### src/rtl/mswd_pkg.sv
`default_nettype none
package mswd_pkg;

  localparam int MAX_SLOTS_DEF = 16;

  localparam logic [2:0] OP_REGISTER = 3'd0;
  localparam logic [2:0] OP_CHECKIN  = 3'd1;
  localparam logic [2:0] OP_SUSPEND  = 3'd2;
  localparam logic [2:0] OP_RESUME   = 3'd3;
  localparam logic [2:0] OP_MONITOR  = 3'd4;

  localparam logic [1:0] MODE_FREE      = 2'd0;
  localparam logic [1:0] MODE_ACTIVE    = 2'd1;
  localparam logic [1:0] MODE_SUSPENDED = 2'd2;

  localparam logic [1:0] ST_OK      = 2'd0;
  localparam logic [1:0] ST_FULL    = 2'd1;
  localparam logic [1:0] ST_INVALID = 2'd2;

  localparam logic [2:0] RES_OK      = 3'd0;
  localparam logic [2:0] RES_FULL    = 3'd1;
  localparam logic [2:0] RES_INVALID = 3'd2;
  localparam logic [2:0] RES_NEW     = 3'd3;
  localparam logic [2:0] RES_FEED    = 3'd4;
  localparam logic [2:0] RES_FOUND   = 3'd5;

  typedef struct packed {
    logic [2:0]  operation;
    logic [5:0]  slot_index;
    logic [30:0] limit_ms;
    logic [31:0] now_ms;
  } in_word_t;

  typedef struct packed {
    logic [1:0] status;
    logic [5:0] new_slot;
    logic       feed;
    logic       timeout_found;
    logic [5:0] first_timeout_slot;
  } out_word_t;

  typedef struct packed {
    logic [1:0]  mode;
    logic [30:0] timeout;
    logic [31:0] stamp;
  } slot_t;

  typedef struct packed {
    logic       cap_in;
    logic       alloc_wr;
    logic       rmw_wr;
    logic       rd_slot;
    logic       rd_first;
    logic       scan_step;
    logic       res_ld;
    logic [2:0] res_sel;
    logic       out_ld;
  } ctl_cmd_t;

  typedef struct packed {
    logic [2:0] op;
    logic       idx_ok;
    logic       pool_full;
    logic       cnt_zero;
    logic       late;
    logic       scan_last;
    logic       out_free;
  } dp_sts_t;

endpackage
`default_nettype wire

### src/rtl/mswd_ram.sv
`default_nettype none
module mswd_ram #(
  parameter int WIDTH = 8,
  parameter int DEPTH = 16
) (
  input  wire logic                                    clk,
  input  wire logic                                    we,
  input  wire logic [((DEPTH > 1) ? $clog2(DEPTH) : 1)-1:0] waddr,
  input  wire logic [WIDTH-1:0]                        wdata,
  input  wire logic [((DEPTH > 1) ? $clog2(DEPTH) : 1)-1:0] raddr,
  output logic      [WIDTH-1:0]                        rdata
);

  logic [WIDTH-1:0] mem [DEPTH];

  always_ff @(posedge clk) begin
    if (we) begin
      mem[waddr] <= wdata;
    end
    rdata <= mem[raddr];
  end

endmodule
`default_nettype wire

### src/rtl/mswd_ctrl.sv
`default_nettype none
module mswd_ctrl
  import mswd_pkg::*;
(
  input  wire logic     clk,
  input  wire logic     rst_n,
  input  wire logic     in_valid,
  output logic          in_stall,
  input  wire dp_sts_t  sts,
  output ctl_cmd_t      cmd
);

  localparam logic [2:0] S_IDLE = 3'd0;
  localparam logic [2:0] S_DISP = 3'd1;
  localparam logic [2:0] S_RMW  = 3'd2;
  localparam logic [2:0] S_SCAN = 3'd3;
  localparam logic [2:0] S_DONE = 3'd4;

  logic [2:0] state_r, state_nxt;

  assign in_stall = (state_r != S_IDLE);

  always_comb begin
    state_nxt = state_r;
    cmd       = '0;
    cmd.res_sel = RES_OK;
    case (state_r)
      S_IDLE: begin
        if (in_valid) begin
          cmd.cap_in = 1'b1;
          state_nxt  = S_DISP;
        end
      end
      S_DISP: begin
        case (sts.op)
          OP_REGISTER: begin
            cmd.res_ld = 1'b1;
            state_nxt  = S_DONE;
            if (sts.pool_full) begin
              cmd.res_sel = RES_FULL;
            end else begin
              cmd.alloc_wr = 1'b1;
              cmd.res_sel  = RES_NEW;
            end
          end
          OP_CHECKIN, OP_SUSPEND, OP_RESUME: begin
            if (!sts.idx_ok) begin
              cmd.res_ld  = 1'b1;
              cmd.res_sel = RES_INVALID;
              state_nxt   = S_DONE;
            end else begin
              cmd.rd_slot = 1'b1;
              state_nxt   = S_RMW;
            end
          end
          OP_MONITOR: begin
            if (sts.cnt_zero) begin
              cmd.res_ld  = 1'b1;
              cmd.res_sel = RES_FEED;
              state_nxt   = S_DONE;
            end else begin
              cmd.rd_first = 1'b1;
              state_nxt    = S_SCAN;
            end
          end
          default: begin
            cmd.res_ld = 1'b1;
            state_nxt  = S_DONE;
          end
        endcase
      end
      S_RMW: begin
        cmd.rmw_wr = 1'b1;
        cmd.res_ld = 1'b1;
        state_nxt  = S_DONE;
      end
      S_SCAN: begin
        if (sts.late) begin
          cmd.res_ld  = 1'b1;
          cmd.res_sel = RES_FOUND;
          state_nxt   = S_DONE;
        end else if (sts.scan_last) begin
          cmd.res_ld  = 1'b1;
          cmd.res_sel = RES_FEED;
          state_nxt   = S_DONE;
        end else begin
          cmd.scan_step = 1'b1;
        end
      end
      S_DONE: begin
        if (sts.out_free) begin
          cmd.out_ld = 1'b1;
          state_nxt  = S_IDLE;
        end
      end
      default: begin
        state_nxt = S_IDLE;
      end
    endcase
  end

  always_ff @(posedge clk) begin
    if (!rst_n) begin
      state_r <= S_IDLE;
    end else begin
      state_r <= state_nxt;
    end
  end

  a_one_write: assert property (@(posedge clk) disable iff (!rst_n)
    $onehot0({cmd.alloc_wr, cmd.rmw_wr, cmd.scan_step}))
    else $error("more than one datapath update at once");

  a_done_idle: assert property (@(posedge clk) disable iff (!rst_n)
    cmd.out_ld |=> state_r == S_IDLE)
    else $error("no return to idle after result load");

  a_cap_disp: assert property (@(posedge clk) disable iff (!rst_n)
    cmd.cap_in |=> state_r == S_DISP)
    else $error("accepted word not dispatched");

endmodule
`default_nettype wire

### src/rtl/mswd_dp.sv
`default_nettype none
module mswd_dp
  import mswd_pkg::*;
#(
  parameter int MAX_SLOTS = MAX_SLOTS_DEF
) (
  input  wire logic      clk,
  input  wire logic      rst_n,
  input  wire in_word_t  in_data,
  output logic           out_valid,
  input  wire logic      out_stall,
  output out_word_t      out_data,
  input  wire ctl_cmd_t  cmd,
  output dp_sts_t        sts
);

  localparam int AW = (MAX_SLOTS > 1) ? $clog2(MAX_SLOTS) : 1;
  localparam int CW = $clog2(MAX_SLOTS + 1);
  localparam int SW = $bits(slot_t);

  in_word_t       item_r;
  out_word_t      res_r, res_nxt;
  out_word_t      out_r;
  logic           out_valid_r;
  logic [CW-1:0]  count_r;
  logic [AW-1:0]  scan_r;
  logic [AW-1:0]  raddr;
  logic [AW-1:0]  waddr;
  logic           we;
  slot_t          wslot;
  slot_t          rslot;
  logic [31:0]    age;
  logic [CW-1:0]  scan_inc;

  assign scan_inc = CW'(scan_r) + CW'(1);
  assign age      = item_r.now_ms - rslot.stamp;

  assign sts.op        = item_r.operation;
  assign sts.idx_ok    = {1'b0, item_r.slot_index} < 7'(count_r);
  assign sts.pool_full = (count_r == CW'(MAX_SLOTS));
  assign sts.cnt_zero  = (count_r == '0);
  assign sts.late      = (rslot.mode == MODE_ACTIVE) && !age[31] &&
                         (age[30:0] > rslot.timeout);
  assign sts.scan_last = (scan_inc == count_r);
  assign sts.out_free  = !out_valid_r || !out_stall;

  always_comb begin
    if (cmd.rd_slot) begin
      raddr = item_r.slot_index[AW-1:0];
    end else if (cmd.rd_first) begin
      raddr = '0;
    end else begin
      raddr = scan_inc[AW-1:0];
    end
  end

  always_comb begin
    we    = cmd.alloc_wr || cmd.rmw_wr;
    wslot = rslot;
    waddr = item_r.slot_index[AW-1:0];
    if (cmd.alloc_wr) begin
      waddr         = count_r[AW-1:0];
      wslot.mode    = MODE_ACTIVE;
      wslot.timeout = item_r.limit_ms;
      wslot.stamp   = item_r.now_ms;
    end else begin
      case (item_r.operation)
        OP_CHECKIN: begin
          if (rslot.mode == MODE_ACTIVE) begin
            wslot.stamp = item_r.now_ms;
          end
        end
        OP_SUSPEND: begin
          wslot.mode = MODE_SUSPENDED;
        end
        OP_RESUME: begin
          wslot.mode  = MODE_ACTIVE;
          wslot.stamp = item_r.now_ms;
        end
        default: begin
          wslot = rslot;
        end
      endcase
    end
  end

  mswd_ram #(
    .WIDTH(SW),
    .DEPTH(MAX_SLOTS)
  ) u_slots (
    .clk  (clk),
    .we   (we),
    .waddr(waddr),
    .wdata(wslot),
    .raddr(raddr),
    .rdata(rslot)
  );

  always_comb begin
    res_nxt = '0;
    case (cmd.res_sel)
      RES_FULL: begin
        res_nxt.status = ST_FULL;
      end
      RES_INVALID: begin
        res_nxt.status = ST_INVALID;
      end
      RES_NEW: begin
        res_nxt.new_slot = 6'(count_r);
      end
      RES_FEED: begin
        res_nxt.feed = 1'b1;
      end
      RES_FOUND: begin
        res_nxt.timeout_found      = 1'b1;
        res_nxt.first_timeout_slot = 6'(scan_r);
      end
      default: begin
        res_nxt.status = ST_OK;
      end
    endcase
  end

  always_ff @(posedge clk) begin
    if (!rst_n) begin
      count_r     <= '0;
      out_valid_r <= 1'b0;
      scan_r      <= '0;
    end else begin
      if (cmd.alloc_wr) begin
        count_r <= count_r + CW'(1);
      end
      if (cmd.rd_first) begin
        scan_r <= '0;
      end else if (cmd.scan_step) begin
        scan_r <= scan_inc[AW-1:0];
      end
      if (cmd.out_ld) begin
        out_valid_r <= 1'b1;
      end else if (!out_stall) begin
        out_valid_r <= 1'b0;
      end
    end
  end

  always_ff @(posedge clk) begin
    if (cmd.cap_in) begin
      item_r <= in_data;
    end
    if (cmd.res_ld) begin
      res_r <= res_nxt;
    end
    if (cmd.out_ld) begin
      out_r <= res_r;
    end
  end

  assign out_valid = out_valid_r;
  assign out_data  = out_r;

  a_count_bound: assert property (@(posedge clk) disable iff (!rst_n)
    count_r <= CW'(MAX_SLOTS))
    else $error("slot count above pool size");

  a_alloc_room: assert property (@(posedge clk) disable iff (!rst_n)
    cmd.alloc_wr |-> !sts.pool_full)
    else $error("allocation into a full pool");

  a_no_overwrite: assert property (@(posedge clk) disable iff (!rst_n)
    cmd.out_ld |-> !(out_valid_r && out_stall))
    else $error("result word overwritten while stalled");

endmodule
`default_nettype wire

### src/rtl/multi_slot_watchdog_monitor.sv
`default_nettype none
// Watchdog supervisor for up to MAX_SLOTS clients, kept in one slot RAM
// (mode, timeout, stamp per slot). Each input word carries one operation and
// the current ms tick; each yields exactly one result word. One word is in
// work at a time. Register, unknown ops and any invalid or full case pass
// from accept through dispatch to the done state, which loads the result and
// returns to idle; checkin, suspend and resume add one read-modify-write of
// the slot RAM; monitor on a non-empty pool adds a scan that reads slots in
// order up to the first timed-out one or the end of the allocated range (at
// most MAX_SLOTS), one slot per cycle through the RAM read port and one
// subtract-compare. A stalled result word holds the next result in the done
// state until it is taken. Slots are allocated in order and only allocated
// entries are ever read, so no clearing pass follows reset.
module multi_slot_watchdog_monitor
  import mswd_pkg::*;
#(
  parameter int MAX_SLOTS = MAX_SLOTS_DEF
) (
  input  wire logic      clk,
  input  wire logic      rst_n,
  input  wire logic      in_valid,
  output logic           in_stall,
  input  wire in_word_t  in_data,
  output logic           out_valid,
  input  wire logic      out_stall,
  output out_word_t      out_data
);

  ctl_cmd_t cmd;
  dp_sts_t  sts;

  mswd_ctrl u_ctrl (
    .clk     (clk),
    .rst_n   (rst_n),
    .in_valid(in_valid),
    .in_stall(in_stall),
    .sts     (sts),
    .cmd     (cmd)
  );

  mswd_dp #(
    .MAX_SLOTS(MAX_SLOTS)
  ) u_dp (
    .clk      (clk),
    .rst_n    (rst_n),
    .in_data  (in_data),
    .out_valid(out_valid),
    .out_stall(out_stall),
    .out_data (out_data),
    .cmd      (cmd),
    .sts      (sts)
  );

endmodule
`default_nettype wire

### config.mk
export PLATFORM = sky130hd
export DESIGN_NAME = multi_slot_watchdog_monitor
export DESIGN_NICKNAME = d
export VERILOG_FILES = /design/src/rtl/mswd_pkg.sv /design/src/rtl/mswd_ram.sv /design/src/rtl/mswd_ctrl.sv /design/src/rtl/mswd_dp.sv /design/src/rtl/multi_slot_watchdog_monitor.sv
export SDC_FILE = /design/constraint.sdc
export NUM_CORES = 1
export LEC_CHECK = 0
export BUFFER_PORTS_ARGS = -buffer_cell sky130_fd_sc_hd__buf_2
export CAP_MARGIN = 20
export CELL_PAD_IN_SITES_DETAIL_PLACEMENT = 1
export CELL_PAD_IN_SITES_GLOBAL_PLACEMENT = 1
export CORE_AREA = 4 4 332 334
export CTS_CLUSTER_SIZE = 40
export DETAILED_ROUTE_END_ITERATION = 8
export DIE_AREA = 0 0 336 338
export PLACE_DENSITY = 0.74
export SLEW_MARGIN = 5
export SYNTH_ARGS = -nofsm -noshare
export SYNTH_HDL_FRONTEND = slang
export SYNTH_SLANG_ARGS = --single-unit
export TNS_END_PERCENT = 100
### constraint.sdc
create_clock -name clk -period 11.05 [get_ports clk]
set_input_delay 2.21 -clock clk [delete_from_list [all_inputs] [get_ports clk]]
set_output_delay 2.21 -clock clk [all_outputs]
set_load 0.01 [all_outputs]
After elaboration in Yosys (flattened, before gate mapping)
Memories as Yosys holds them, arrays and structs flattened. A register that Yosys moved wholly into a read port is not among the register bits. Index checks and enable logic that the tools add are counted.

Add/subtract/negate cells: 3. Magnitude comparators: 2. Equal/unequal tests: 20. Muxes and demuxes: 47. Bitwise logic cells: 1. Reductions and logical operators: 14.

Operators with widths (number): two-way mux 65 bit (1); one-hot mux 32 bit (2 select lines) (1); two-way mux 32 bit (1); subtractor 32 bit (1); greater-than comparator 31 bit (1); two-way mux 4 bit (7); two-way mux 1 bit (20); == test 3 x 2 -> 1 bit, second input constant (6); two-way mux 3 bit (6); one-hot mux 3 bit (5 select lines) (1); == test 3 bit, second input constant (4); one-hot mux 3 bit (2 select lines) (2); == test 3 x 1 -> 1 bit, second input constant (3); one-hot mux 3 bit (3 select lines) (1); one-hot mux 2 bit (2 select lines) (2); two-way mux 7 bit (1); logical NOT 3 bit (2); < comparator 6 x 5 -> 1 bit (1); adder 4 x 1 -> 5 bit, second input constant (1); adder 5 x 1 -> 5 bit, second input constant (1); == test 5 bit (1); == test 5 bit, second input constant (1); logical NOT 5 bit (1); two-way mux 2 bit (2); 14 further kinds (19).

Bits in registers: 117. RAM bits: 1040. Output and inout port bits: 18. Memories kept: 1.

Memory list: u_dp.u_slots.mem (words 16, bits a word 65, read ports 1, clocked after memory_dff 1, wr ports 1, line mswd_ram.sv:14) `logic [WIDTH-1:0] mem [DEPTH];`.

Longest topological paths before layout
Gate-level depths: netlist of run 1.

Word-level depth: 8. Gate-level depth with buffers: 21. Depth with buffers taken out: 20.

Cells and area by module
A second synthesis of run 1 with hierarchy kept.

Cells, all modules: 2431. Area total of the unflattened synthesis: 47599.4 um^2.

Modules (own cells, without submodules): mswd_ram (times used 1, cells an instance 1673, area an instance 40243.6 um^2, sequential area each 32531.2 um^2); mswd_dp (times used 1, cells an instance 711, area an instance 7026.7 um^2, sequential area each 3143.0 um^2); mswd_ctrl (times used 1, cells an instance 47, area an instance 329.1 um^2, sequential area each 60.1 um^2).

Worst setup path before layout of run 1
No wires, ideal clock.

Path kind: input port to flip-flop. Start: in in_valid. End: reg u_dp.item_r[0] (netlist bit) (enable). Setup time: 0.503 ns. Arrival: 5.246 ns. Required time: 10.547 ns. Path slack: 5.301 ns. Stages: 2. Buffers on the path: 0. Cell sequence: inv_1 > nor2_1.

RTL lines: from (decl) (line multi_slot_watchdog_monitor.sv:21) `input wire logic in_valid,`; to (signal assigned) (line mswd_dp.sv:148) `item_r <= in_data;`; to (decl) (line mswd_dp.sv:21) `in_word_t item_r;`.

==> run summary, run 1 <==
status: finished, final reports clean
count of cell types in the netlist: 59
1st-pass router iterations: 5
Req. time, crit path: 11.39 ns
Sink Count: 1216
Worst Path Class, Setup: reg2reg
CP Buf/Inv Count: 1
Final Cell Area: 54300 sq um
H-tree Lvls: 3
headroom to the max-slew limit: 0.229
FILL cells: 10100
Synth area leader: edfxtp_1
static leakage: 21.6 nW
Largest delay share family, worst path: compound AO/OA/AOI/OAI gates
worst-margin pin slew: 1.16 ns
Final Net Count: 3186
Total Wirelength: 134000 um
grt ovf: 0
CTS root buffer: clkbuf_16
1st-iter DRT viols: 3101
switching part of the total: 0.217
DP Area: 50300 sq um
Max Transition Viols Final: 0
post-synthesis register bit count: 1216
fin util: 0.508
synth cell count leaders: edfxtp_1 (1138), mux2i_1 (527), o22ai_1 (261), nand2_1 (105), inv_1 (86)
post-synthesis sequential area ratio: 0.744
VDD IR max: 0.143 mV
area grow syn2layout: 13.1%
Sequential Power Share: 0.532
yosys warns: 0
Reg area: 35700 sq um
CP Cell Sequence: inv_1, ha_1, fa_1, nand2b_1, a2111oi_0, nor3_1, nor2b_1, o21ai_0, o211ai_1, a31oi_1, xnor2_1, ha_1, nand4_1, nor4_1, o31ai_1, o2111ai_1, o21ai_0, a21oi_1, o21ai_0, nand2_1
clk slew on worst S/H paths: 0.06 ns
largest net degree at the start of global routing: 139
final worst-path cycle share: 0.528
clock latency on the worst-skew pair: 0.73 ns
post-layout minimum cycle time: 5.83 ns
element type at the critical path end: register
Core Footprint: 107000 sq um
Synth top area share: 0.711
Final TNS setup: 0 ns
cts bufs inserted: 119
post-CTS setup buffers: 0
Combinational Power Share: 0.051
Worst EP arrival: 6.18 ns
Synth Cell Area: 48000 sq um
final setup fails: 0
Post-synth EDFFs: 1138
# DRC: 0
initial antenna violation count: 3
die area: 114000 sq um
post-detail-place hpwl: 71700 um
CTS resizes: 0
Synth area leaders: edfxtp_1 (71%), mux2i_1 (11%), o22ai_1 (3.4%)
row count: 120
power per standard cell area: 179 nW/um^2
vias: 27300
Top FF cell, synth: edfxtp_1
Fmax: 0.171 GHz
clk_skew: 0.0355 ns
Final Hold Viols: 0
Worst Hold Class: reg2reg
Placer Congestion: 0.887
RSZ-0062 raised after global routing: no
Tot GR Track Use: 0.235
clk buf depth: 3
Int Pwr: 7.60 mW
first-pass GRT wire length: 195000 um
Post-CTS Hold Fix Bufs: 0
layout cells sized above 1: 0.130
CTS tree: built
Syn Inst Count: 2875
vias in the first global route: 28600
asr flop ratio synth: 0
CP max-delay cell: a21oi_1
initial core utilization: 0.449
routed len/inst: 29.5 um
die width: 336 um
IO Count: 94
max_cap viols: 0
CP peak stage delay: 0.65 ns
Port Buffer Count: 90
count leader, synth: edfxtp_1
area of the multi-input gates: 11300 sq um
P_sw: 2.11 mW
CP startpoint kind: register
clock power share: 0.417
Die Span Y: 338 um
CP Max Fanout: 13
Detail Route Antenna Nets: 0
most used cell along the critical path: o21ai_0
Syn Area/Cell: 16.7 sq um
via/cell ratio: 6.00
[metrics by stage]
step / setup slack, ns / hold slack [ns] / power [mW] / cells
after CTS: 5.31 / 0.417 / 9.76 / 4543
after floorplan: 5.30 / 0.400 / 5.55 / 2877
after global placement: 5.53 / 0.405 / 5.70 / 4298
after detailed placement: 5.33 / 0.410 / 5.75 / 4318
after global routing: 4.75 / 0.428 / 10.0 / 4547
final: 5.22 / 0.415 / 9.71 / 4548
[cell type report]
| type | instances | share of cell area |
|---|---|---|
| clock inverter | 48 | 0.00922 |
| multi-input combinational | 1431 | 0.209 |
| timing repair buffer | 186 | 0.0226 |
| tap | 1403 | 0.0323 |
| antenna | 1 | 0.0000461 |
| inverter | 86 | 0.00594 |
| sequential | 1216 | 0.658 |
| clock buffer | 177 | 0.0629 |
[kinds of logic after synthesis]
group,synth area share
fa+ha+maj,0.0184
buf+inv,0.0244
other cells,0.0000781
compound gates,0.0610
simple gates,0.0344
flops,0.744
mux,0.111
xor+xnor,0.00675
[sequential cells by signal (all words and copies together) (netlist names)]
signal and flops:
u_ctrl.state_r 3, u_dp.out_data 13, u_dp.scan_r 4, u_dp.sts 3
u_dp.item_r 69, u_dp.res_r 13, u_dp.u_slots.rdata 65, u_dp.count_r 5
u_dp.u_slots.mem 1040, u_dp.out_valid 1
[metal layers]
layer / global-route usage / routed length, um
met3: 0.0381 / 9730
met2: 0.386 / 64600
met4: 0.0686 / 3630
met5: 0 / 0
met1: 0.325 / 56400
[worst paths after layout]
kind                                      from               end  slack (ns)  cells after the start
worst max-delay path            u_dp.item_r[0]     u_dp.res_r[8]        5.22                     20
worst min-delay path             u_dp.res_r[3]  u_dp.out_data[3]        0.41                      0
worst max register to register  u_dp.item_r[0]     u_dp.res_r[8]        5.22                     20
worst min register to register   u_dp.res_r[3]  u_dp.out_data[3]        0.41                      0
[power by group through the flow]
| stage | clock [mW] | combinational (mW) | sequential, mW |
|---|---|---|---|
| floorplan | 0 | 0.294 | 5.25 |
| global placement | 0 | 0.442 | 5.26 |
| detailed placement | 0 | 0.481 | 5.26 |
| CTS | 4.10 | 0.485 | 5.17 |
| global route | 4.32 | 0.537 | 5.17 |
| finish | 4.05 | 0.493 | 5.17 |
[cells in the final DEF (no fill, tap or decap), types with 5 or more instances in the layout]
cell	netlist	final
clkinv_1	0	6
and3_1	7	7
nand2_4	0	8
buf_4	17	80
buf_12	0	5
ha_1	69	69
clkbuf_1	65	38
nor2_4	0	17
or4_1	65	65
clkinv_2	0	18
clkbuf_8	0	18
o31ai_1	8	8
o211ai_1	6	6
bufinv_16	0	7
o21ai_1	2	16
dfxtp_1	78	78
nor2_1	56	39
xnor2_1	27	27
clkinvlp_4	0	7
o22ai_1	261	261
nor2b_1	5	5
inv_1	86	86
nand2_1	105	97
a31oi_1	13	12
a211oi_1	9	9
nor3_1	8	8
xor2_1	10	10
a21o_1	16	16
nand4_1	14	14
o21a_1	9	9
a21oi_1	44	44
clkbuf_16	0	121
nand3_1	18	18
o21ai_0	78	64
nand2b_1	10	10
mux2_2	5	5
mux2i_1	527	526
buf_2	23	100
and2_1	12	12
edfxtp_1	1138	1138
(Power assumes the default switching activity.)
==> inputs of run 2 (changes only) <==
==> constraint.sdc (replaced) <==
create_clock -name clk -period 6.11 [get_ports clk]
set_input_delay 1.222 -clock clk [delete_from_list [all_inputs] [get_ports clk]]
set_output_delay 1.222 -clock clk [all_outputs]
set_load 0.01 [all_outputs]
==> run summary, run 2 (synthesis gave the netlist of run 1 again) <==
Worst Reg-to-Reg Cells: 19 (-5.0%)
via/cell ratio: 5.98 (-0.31%)
Port Buffer Count: 90 (unchanged)
worst r2r dst: u_dp.res_r[1]
CTS tree: built
Placer Congestion: 0.890 (+0.37%)
Worst R2R Start: u_dp.item_r[0]
first-pass GRT wire length: 194000 um (-0.23%)
internal reg-to-reg setup slack: 0.34 ns (-4.88 ns)
IO Count: 94 (unchanged)
vias in the first global route: 28400 (-0.59%)
commonest non-fill, non-tap cell in the layout: edfxtp_1
Biggest register: u_dp.u_slots.mem
most used cell along the critical path: o21ai_0
1st-iter DRT viols: 2673 (-14%)
CP startpoint kind: register
die area: 114000 sq um (unchanged)
clk buf depth: 3 (unchanged)
status: finished, final reports clean
area grow syn2layout: 13.5%
grt ovf: 0 (unchanged)
Worst Path Class, Setup: reg2reg
post-detail-place hpwl: 75700 um (+5.6%)
post-layout minimum cycle time: 5.77 ns (-0.0598 ns)
layout cells sized above 1: 0.134 (+0.00383)
Req. time, crit path: 6.43 ns (-4.96 ns)
Worst EP arrival: 6.10 ns (-0.08 ns)
worst-margin pin slew: 1.15 ns (-0.00280 ns)
cts bufs inserted: 120 (+0.84%)
RSZ-0062 raised after global routing: no
fin util: 0.510 (+0.00176)
die width: 336 um (unchanged)
biggest regs: u_dp.u_slots.mem: 1040 flops, u_dp.item_r: 69 flops, u_dp.u_slots.rdata: 65 flops
Final Hold Viols: 0 (unchanged)
final worst-path cycle share: 0.945 (+0.417)
CP peak stage delay: 0.58 ns (-0.07 ns)
CP Cell Sequence: inv_1, ha_1, fa_1, nand2b_1, a2111oi_1, nor3_1, o21ai_0, a21o_1, a21oi_1, xnor2_1, ha_1, nand4_1, nor4_1, o31ai_1, o2111ai_1, o21ai_0, a21oi_1, o21ai_0, nand2_1
Crit. path cell count: 19 (-5.0%)
CP endpoint: u_dp.res_r[1]
H-tree Lvls: 3 (unchanged)
VDD IR max: 0.224 mV (+57%)
routed len/inst: 29.3 um (-0.82%)
clk slew on worst S/H paths: 0.06 ns (about the same)
headroom to the max-slew limit: 0.231 (+0.00187)
Fmax: 0.173 GHz (+1.0%)
CP Buf/Inv Count: 1 (unchanged)
Detail Route Antenna Nets: 0 (unchanged)
# DRC: 0 (unchanged)
initial antenna violation count: 3 (unchanged)
launch point of the worst path: u_dp.item_r[0]
Die Span Y: 338 um (unchanged)
Tot GR Track Use: 0.233 (-0.00139)
Sink Count: 1216 (unchanged)
hold slack: 0.425 ns (+0.0105 ns)
final setup fails: 0 (unchanged)
largest net degree at the start of global routing: 81 (-42%)
initial core utilization: 0.449 (unchanged)
Post-CTS Hold Fix Bufs: 0 (unchanged)
clock latency on the worst-skew pair: 0.72 ns (about the same)
row count: 120 (unchanged)
Core Footprint: 107000 sq um (unchanged)
clk_skew: 0.0411 ns (+0.00556 ns)
Final TNS setup: 0 ns (unchanged)
max_cap viols: 0 (unchanged)
commonest non-fill, non-tap cells in the layout: edfxtp_1 (1138), mux2i_1 (526), o22ai_1 (261)
Final Net Count: 3206 (+0.63%)
max reg flops: 1040 (unchanged)
CP max-delay cell: a2111oi_1
Max Transition Viols Final: 0 (unchanged)
CTS root buffer: clkbuf_16
static leakage: 21.7 nW (+0.46%)
vias: 27300 (+0.22%)
Final Power: 17.3 mW (+78%)
Largest delay share family, worst path: compound AO/OA/AOI/OAI gates
1st-pass router iterations: 5 (unchanged)
element type at the critical path end: register
CP Max Fanout: 13 (unchanged)
Worst Hold Class: reg2reg
Total Wirelength: 134000 um (-0.29%)
power per standard cell area: 318 nW/um^2 (+78%)
run 2: changes by cell type in the layout (fill, tap and decap cells not counted), moves of 3 or more:
cell	change
buf_12	+16
buf_2	+3
bufinv_16	-5
clkinv_1	+8
clkinv_2	+6
o21ai_0	+4
o21ai_1	-4
run 2: routing by layer:
layer / track usage / routed length, um / up-vias
met5: 0 / 0 / -
met3: 0.0356 / 9360 / 232
met2: 0.387 / 64300 / 1073
li1: - / - / 11700
met1: 0.322 / 56500 / 14300
met4: 0.0682 / 3810 / 0
run 2: layout make-up:
type	count	area [sq um]
sequential	1216	35700
timing repair buffer	205	1540
inverter	86	323
tap	1403	1760
antenna	3	7.51
fill	10000	52400
multi-input combinational	1431	11300
clock buffer	176	3430
clock inverter	52	359
run 2: power by group:
part,internal [mW],switching (mW),total (mW)
registers,9.28,0.0556,9.34
clock network,3.96,3.12,7.09
logic,0.288,0.606,0.894
total,13.5,3.78,17.3
run 2: how the worst min path moves through the flow:
stage,slack [ns],to,start,cells after the start
floorplan,0.40,u_dp.out_data[0],u_dp.res_r[0],0
global placement,0.41,u_dp.out_data[11],u_dp.res_r[11],0
detailed placement,0.41,u_dp.out_data[12],u_dp.res_r[12],0
CTS,0.43,u_dp.out_data[12],u_dp.res_r[12],0
global route,0.44,u_dp.out_data[2],u_dp.res_r[2],0
finish,0.43,u_dp.out_data[8],u_dp.res_r[8],0
run 2: worst reg2reg max path: stages, from the launching register on:
cell and delay (ns):
edfxtp_1 0.36, inv_1 0.05, ha_1 0.21, fa_1 0.41, nand2b_1 0.20, a2111oi_1 0.58, nor3_1 0.25, o21ai_0 0.35
a21o_1 0.17, a21oi_1 0.08, xnor2_1 0.15, ha_1 0.31, nand4_1 0.14, nor4_1 0.47, o31ai_1 0.16, o2111ai_1 0.12
o21ai_0 0.12, a21oi_1 0.55, o21ai_0 0.26, nand2_1 0.44
run 2: through the flow:
stage                     area, sq um  worst slack (ns)  std cells
after floorplan                 48000              1.03       2877
after global placement          50500             0.698       4314
after detailed placement        50700             0.493       4336
after CTS                       54400             0.435       4564
after global routing            54500            0.0801       4569
final                           54500             0.336       4572
run 2: what timing repair did:
item / 4_1_cts / 5_1_grt
buffers inserted: 0 / 0
setup endpoints to repair: 0 / 13
resized for setup: 0 / 1
